### config.mk
export PLATFORM = sky130hd
export DESIGN_NAME = dukstep_ctrl
export DESIGN_NICKNAME = d
export VERILOG_FILES = /design/src/rtl/dukstep_pkg.sv /design/src/rtl/dukstep_ctrl.sv
export SDC_FILE = /design/constraint.sdc
export NUM_CORES = 1
export LEC_CHECK = 0
export ABC_AREA = 1
export ABC_CLOCK_PERIOD_IN_PS = 1390
export BUFFER_PORTS_ARGS = -buffer_cell sky130_fd_sc_hd__buf_2
export CORE_UTILIZATION = 35
export CTS_CLUSTER_SIZE = 10
export DETAILED_ROUTE_END_ITERATION = 8
export PLACE_DENSITY = 0.57
export SLEW_MARGIN = 5
export SYNTH_ARGS = -nofsm -noshare
export SYNTH_HDL_FRONTEND = slang
export SYNTH_SLANG_ARGS = --single-unit
### constraint.sdc
create_clock -name clk_i -period 1.39 [get_ports clk_i]
set_input_delay 0.0695 -clock clk_i [delete_from_list [all_inputs] [get_ports clk_i]]
set_output_delay 0.0695 -clock clk_i [all_outputs]
set_load 0.01 [all_outputs]
### src/rtl/dukstep_pkg.sv
`default_nettype none
package dukstep_pkg;

  // CORDIC setup
  localparam int CORDIC_ITERATIONS = 16;
  localparam int AtanEntries       = 24;
  localparam int CordicSteps       = (CORDIC_ITERATIONS < AtanEntries) ?
                                     CORDIC_ITERATIONS : AtanEntries;
  localparam int CordicCntW        = $clog2(AtanEntries);
  localparam logic signed [33:0] CordicGain = 34'sd652032874;

  // 1/(2*pi) in Q0.24
  localparam logic signed [24:0] InvTwoPi = 25'sd2670177;

  // Configuration register map
  localparam int CfgIdxW = 8;
  localparam logic [CfgIdxW-1:0] CFG_DAMPING   = 8'd0;
  localparam logic [CfgIdxW-1:0] CFG_MAX_SPEED = 8'd1;
  localparam logic [CfgIdxW-1:0] CFG_START_X   = 8'd2;
  localparam logic [CfgIdxW-1:0] CFG_START_Y   = 8'd3;

  // Arctangent table in 2^-32 turns
  function automatic logic signed [31:0] atan_turns(input logic [CordicCntW-1:0] idx);
    logic signed [31:0] v;
    begin
      case (idx)
        5'd0:  v = 32'sd536870912;
        5'd1:  v = 32'sd316933406;
        5'd2:  v = 32'sd167458907;
        5'd3:  v = 32'sd85004756;
        5'd4:  v = 32'sd42667331;
        5'd5:  v = 32'sd21354465;
        5'd6:  v = 32'sd10679838;
        5'd7:  v = 32'sd5340245;
        5'd8:  v = 32'sd2670163;
        5'd9:  v = 32'sd1335087;
        5'd10: v = 32'sd667544;
        5'd11: v = 32'sd333772;
        5'd12: v = 32'sd166886;
        5'd13: v = 32'sd83443;
        5'd14: v = 32'sd41722;
        5'd15: v = 32'sd20861;
        5'd16: v = 32'sd10430;
        5'd17: v = 32'sd5215;
        5'd18: v = 32'sd2608;
        5'd19: v = 32'sd1304;
        5'd20: v = 32'sd652;
        5'd21: v = 32'sd326;
        5'd22: v = 32'sd163;
        5'd23: v = 32'sd81;
        default: v = 32'sd0;
      endcase
      return v;
    end
  endfunction

  // Datapath multiply operations
  typedef enum logic [4:0] {
    OP_NONE, OP_AX, OP_AY, OP_AXDT, OP_AYDT, OP_VX, OP_VY, OP_SQX, OP_SQY,
    OP_MS, OP_MX, OP_MY, OP_PX1, OP_PX2, OP_PY1, OP_PY2, OP_YAW1, OP_YAW2
  } op_e;

  typedef enum logic [4:0] {
    S_IDLE, S_CORD, S_AX, S_AY, S_AXDT, S_AYDT, S_VX, S_VY, S_SQX, S_SQY,
    S_MS, S_CHK, S_SQRT, S_LIM, S_MX, S_DVX, S_TKX, S_MY, S_DVY, S_TKY,
    S_CLAMP, S_PX1, S_PX2, S_PY1, S_PY2, S_YAW1, S_YAW2, S_DONE
  } state_e;

  typedef struct packed {
    logic load;
    op_e  op;
    logic sqrt_go;
    logic div_take;
    logic div_y;
    logic zero_vel;
    logic clamp;
    logic commit;
  } cmd_t;

  typedef struct packed {
    logic cordic_done;
    logic sqrt_done;
    logic div_done;
    logic over_limit;
    logic lim_zero;
  } status_t;

endpackage
`default_nettype wire

### src/rtl/dukstep_ctrl.sv
`default_nettype none
module dukstep_ctrl import dukstep_pkg::*; (
  input  wire logic    clk_i,
  input  wire logic    rst_ni,
  input  wire logic    in_valid_i,
  output logic         in_ready_o,
  output logic         out_valid_o,
  input  wire logic    out_ready_i,
  input  wire status_t status_i,
  output cmd_t         cmd_o
);

  state_e state_q, state_d;
  logic   out_valid_q, out_valid_d;

  // State and result-valid registers
  always_ff @(posedge clk_i or negedge rst_ni) begin
    if (!rst_ni) begin
      state_q     <= S_IDLE;
      out_valid_q <= 1'b0;
    end else begin
      state_q     <= state_d;
      out_valid_q <= out_valid_d;
    end
  end

  // Sequence the step
  always_comb begin
    state_d     = state_q;
    cmd_o       = '0;
    cmd_o.op    = OP_NONE;
    in_ready_o  = 1'b0;
    out_valid_d = out_valid_q && !out_ready_i;
    case (state_q)
      S_IDLE: begin
        in_ready_o = 1'b1;
        if (in_valid_i) begin
          cmd_o.load = 1'b1;
          state_d    = S_CORD;
        end
      end
      S_CORD:  if (status_i.cordic_done) state_d = S_AX;
      S_AX:    begin cmd_o.op = OP_AX;   state_d = S_AY;   end
      S_AY:    begin cmd_o.op = OP_AY;   state_d = S_AXDT; end
      S_AXDT:  begin cmd_o.op = OP_AXDT; state_d = S_AYDT; end
      S_AYDT:  begin cmd_o.op = OP_AYDT; state_d = S_VX;   end
      S_VX:    begin cmd_o.op = OP_VX;   state_d = S_VY;   end
      S_VY:    begin cmd_o.op = OP_VY;   state_d = S_SQX;  end
      S_SQX:   begin cmd_o.op = OP_SQX;  state_d = S_SQY;  end
      S_SQY:   begin cmd_o.op = OP_SQY;  state_d = S_MS;   end
      S_MS:    begin cmd_o.op = OP_MS;   state_d = S_CHK;  end
      S_CHK: begin
        if (status_i.over_limit) begin
          cmd_o.sqrt_go = 1'b1;
          state_d       = S_SQRT;
        end else begin
          state_d = S_CLAMP;
        end
      end
      S_SQRT:  if (status_i.sqrt_done) state_d = S_LIM;
      S_LIM: begin
        if (status_i.lim_zero) begin
          cmd_o.zero_vel = 1'b1;
          state_d        = S_CLAMP;
        end else begin
          state_d = S_MX;
        end
      end
      S_MX:    begin cmd_o.op = OP_MX; state_d = S_DVX; end
      S_DVX:   if (status_i.div_done) state_d = S_TKX;
      S_TKX:   begin cmd_o.div_take = 1'b1; state_d = S_MY; end
      S_MY:    begin cmd_o.op = OP_MY; state_d = S_DVY; end
      S_DVY:   if (status_i.div_done) state_d = S_TKY;
      S_TKY: begin
        cmd_o.div_take = 1'b1;
        cmd_o.div_y    = 1'b1;
        state_d        = S_CLAMP;
      end
      S_CLAMP: begin cmd_o.clamp = 1'b1; state_d = S_PX1; end
      S_PX1:   begin cmd_o.op = OP_PX1;  state_d = S_PX2;  end
      S_PX2:   begin cmd_o.op = OP_PX2;  state_d = S_PY1;  end
      S_PY1:   begin cmd_o.op = OP_PY1;  state_d = S_PY2;  end
      S_PY2:   begin cmd_o.op = OP_PY2;  state_d = S_YAW1; end
      S_YAW1:  begin cmd_o.op = OP_YAW1; state_d = S_YAW2; end
      S_YAW2:  begin cmd_o.op = OP_YAW2; state_d = S_DONE; end
      S_DONE: begin
        // commit once the output register is free
        if (!out_valid_q || out_ready_i) begin
          cmd_o.commit = 1'b1;
          out_valid_d  = 1'b1;
          state_d      = S_IDLE;
        end
      end
      default: state_d = S_IDLE;
    endcase
  end

  assign out_valid_o = out_valid_q;

endmodule
`default_nettype wire

---- Word level (Yosys, flattened, before mapping) ----
Cells that the tools add are included.
storage, ports and cells
  input port bits ......................... 9
  register bits ........................... 6
  output and inout bits ................... 14
operators by class
  reduce and logical (&&, ||, !) cells .... 7
  equality and inequality tests ........... 33
  multiplexer cells ....................... 24
operators with widths
  kind                number
  $pmux 5 s28         1
  $pmux 5 s17         1
  $eq 5x5->1 const B  12
  $eq 5x4->1 const B  8
  $mux 5              8
  $eq 5x3->1 const B  4
  $mux 1              14
  $ne 2x2->1 const B  6
  $eq 5x2->1 const B  2
  $reduce_and 6->1    1
  $eq 5x1->1 const B  1
  $logic_not 5->1     1
  $logic_not 1->1     2
  $reduce_or 2->1     1
  $logic_and 1x1->1   1
  $logic_or 1x1->1    1

---- Logic depth before layout (Yosys ltp) ----
  depth in word-level cells ............... 4
  gate-level depth with buffers ........... 10
  depth with buffers taken out ............ 10

---- Worst setup path before layout ----
Ideal clock, no wire load.
  path type ............................... register -> register
  from .................................... register state_q[1]
  to ...................................... register state_q[0]
  arrival time ............................ 1250 ps
  setup slack ............................. 75 ps
  cell stages (with the launch flop) ...... 10
  required time ........................... 1325 ps
  setup time .............................. 65 ps
  cells stage by stage .................... dfrtp_1 > nor2_2 > nand2_2 > nor2_4 > nand2_2 > nand2_2 > inv_2 > nand3_4 > nand2_1 > nand2_1
between the ends
  word-level cells in the longest chain between the ends .. 3
  elaborated cells between the ends (all ways) .. 36
  classes of those cells .................. eq/ne (33); mux (1); reduce/logical (2)
ends and longest elaborated chain
  what                                RTL line            text
  start: declaration                  dukstep_ctrl.sv:13  state_e state_q, state_d;
  start signal: assignment            dukstep_ctrl.sv:22  state_q <= state_d;
  $eq 5x5->1 (tied with other cells)  dukstep_ctrl.sv:34  case (state_q)
  $ne 2x2->1 (no line)                --
  $reduce_and 6->1 (no line)          --
Parallel ways exist; a longest one is shown, timed or not.
A chain may end at the register's enable or synchronous reset.

---- Worst setup path after layout ----
Ends and elaborated chain as after synthesis.

==> metrics.yaml <==
status: "finished with violations"
violations: "setup timing"
routed_wirelength_mm: 3.257
grt_pass1_vias: 980
syn_area_um2: 739.5
synthFlopType: "dfrtp_1"
gr-total-overflow: 0
final_cell_area_mm2: 0.001491
drtIter0Drc: 59
tritoncts: "yes"
rows: 16
yosys.area.top_type: "nand2_1"
slew_headroom: 0.8250
grt_pass1_wl_mm: 4.174
clock_tree.buffer_depth: 2
cts_buffers: 3
drc: 0
synth.top_cells.by_area: "nand2_1, dfrtp_1, inv_1"
filler_cell_count: 141
tightest_slew_ns: 0.2607
h-tree-depth: 1
drive_above_1_share: 0.6150
hpwlAfterDp_mm: 1.699
cts-root-buf: "clkbuf_4"
startpoint_type: "flip-flop"
dpl_cell_area_mm2: 0.001046
synthMostInstantiatedCell: "nand2_1"
antenna_found_initial: 0
synthArstFlopShare: 1.000
hp-class: "primary input to flip-flop"
avgSynthCellArea_um2: 5.602
die_w_um: 47.97
path_clk_slew_ns: 0.04
insertedDiodeCount: 0
ir_worst_vdd_v: 0.001383
coreArea_mm2: 0.001982
fmax_mhz: 639.2
gp_congestion: 0.8021
hold_viol: 0
ys_warn_count: 0
syn_inst: 132
fin_crit_sh: 1.126
worstPathMaxFanout: 5
syn_to_final_growth_pct: 101.7
cp-end-kind: "flip-flop"
die_h_um: 47.97
antenna_left: 0
final_nets: 211
p_leak_nw: 0.8530
grt_use_total: 0.2673
netlist_top_cells_count: "nand2_1, inv_1, nor2_1"
io_buffers: 22
synth_top_area_share: 0.2335
grt_max_degree: 9
worst_ep_arrival_time_ns: 1.74
min_period_ns: 1.564
insertion_delay_ns: 0.24
p_per_area_mw_per_mm2: 1963
initial_core_util: 0.3731
synth-edff-count: 0
finClkSkew_ns: 0.0006409
tns_ns: -1.845
yosys_register_bits: 6
rsz0062_at_grt: "true"
finalPower_mw: 2.928
slew_violations: 0
setup_viol: 18
vias_per_cell: 5.040
setup_slack_ns: -0.1744
drt_first_pass_iters: 5
wl_per_cell_um: 14.35
synth_cell_types: 21
cts.sinks: 6
cap_viol_max_count: 0
die_area_mm2: 0.002301
criticalPathCategory: "flip-flop to flip-flop"
ios: 23
syn-num-nets: 141
ys_seq_area_frac: 0.2030
cp.required_ns: 1.56
vias: 1144
==> per-layer routing <==
layer  GRT usage  part of all wire  vias to the layer above
met2      0.4432              0.53                       56
li1            -                 -                      548
met5           0                 0                        -
met3     0.03774             0.056                       12
met4      0.1111             0.027                        0
met1      0.3454              0.38                      528
==> worst paths after layout <==
| kind | to | cells after the start | from | slack, ns |
|---|---|---|---|---|
| min | out_valid_o$_DFF_PN0_ | 2 | out_ready_i | 0.03 |
| max reg2reg | state_q[0]$_DFFE_PN0P_ | 11 | state_q[1]$_DFFE_PN0P_ | -0.17 |
| max in group asynchronous | state_q[4]$_DFFE_PN0P_ | 2 | rst_ni | 1.00 |
| min in group asynchronous | state_q[0]$_DFFE_PN0P_ | 2 | rst_ni | 0.23 |
| max | state_q[0]$_DFFE_PN0P_ | 11 | state_q[1]$_DFFE_PN0P_ | -0.17 |
| min reg2reg | out_valid_o$_DFF_PN0_ | 2 | out_valid_o$_DFF_PN0_ | 0.54 |
==> kinds of logic after synthesis <==
| kind of cell | after synthesis | synth area share |
|---|---|---|
| flops | 6 | 0.2030 |
| compound gates | 9 | 0.06938 |
| buf+inv | 24 | 0.1252 |
| simple gates | 93 | 0.6024 |
==> power by group <==
part | switching [mW] | leakage, nW | total, mW | internal, mW
Clock | 0.0622 | 0.0138 | 0.160 | 0.0976
Combinational | 1.19 | 0.768 | 2.37 | 1.18
Sequential | 0.154 | 0.0715 | 0.400 | 0.246
==> cells in the final DEF (no fill, tap or decap), drive strengths merged <==
master	count
o21ai	5
nand2	53
dlygate4sd3	1
or2	1
nand3	13
nor2	20
inv	22
nand3b	2
a21o	1
nor3	2
nand4	2
clkbuf	3
buf	66
a32oi	1
a21oi	2
dfrtp	6
==> critical path, stage by stage, from the launching register on <==
cell and delay (ns):
dfrtp_2 0.47, nor2_4 0.18, buf_6 0.13, buf_6 0.10, nand2_4 0.06, nor2_4 0.12
nand2_2 0.07, nand2_4 0.09, inv_2 0.04, nand3_4 0.07, nand2_1 0.08, nand2_1 0.08
==> state kept, by name, indices dropped and copies added, names as in the netlist <==
register and count:
out_valid_o 1, state_q 5
==> cell type report <==
cell class | count | area [um^2] | area share
multi-input cells | 102 | 643.1 | 0.4312
repair buffers | 67 | 550.5 | 0.3691
flip-flops and latches | 6 | 156.4 | 0.1049
inverters | 22 | 85.08 | 0.05705
well taps | 27 | 33.78 | 0.02265
clock buffers | 3 | 22.52 | 0.01510
==> per-stage QoR <==
step | hold WS, ns | setup slack (ns) | instances | util
2_1_floorplan | -0.2261 | 0.07511 | 132 | -
3_3_place_gp | -0.1015 | -0.05942 | 202 | 0.5278
3_5_place_dp | -0.09838 | -0.03969 | 202 | 0.5278
4_1_cts | 0.01797 | -0.1201 | 219 | 0.6673
5_1_grt | 0.07436 | -0.2834 | 227 | 0.7525
6_report | 0.02552 | -0.1744 | 227 | 0.7525
==> timing repair <==
action | 4_1_cts | 5_1_grt
hold buffers | 1 | 0
buffers inserted | 14 | 8
pin swaps | 10 | 17
resized for setup | 39 | 30
setup endpoints to repair | 18 | 18
hold endpoints to repair | 6 | 0
(Power assumes the default switching activity.)
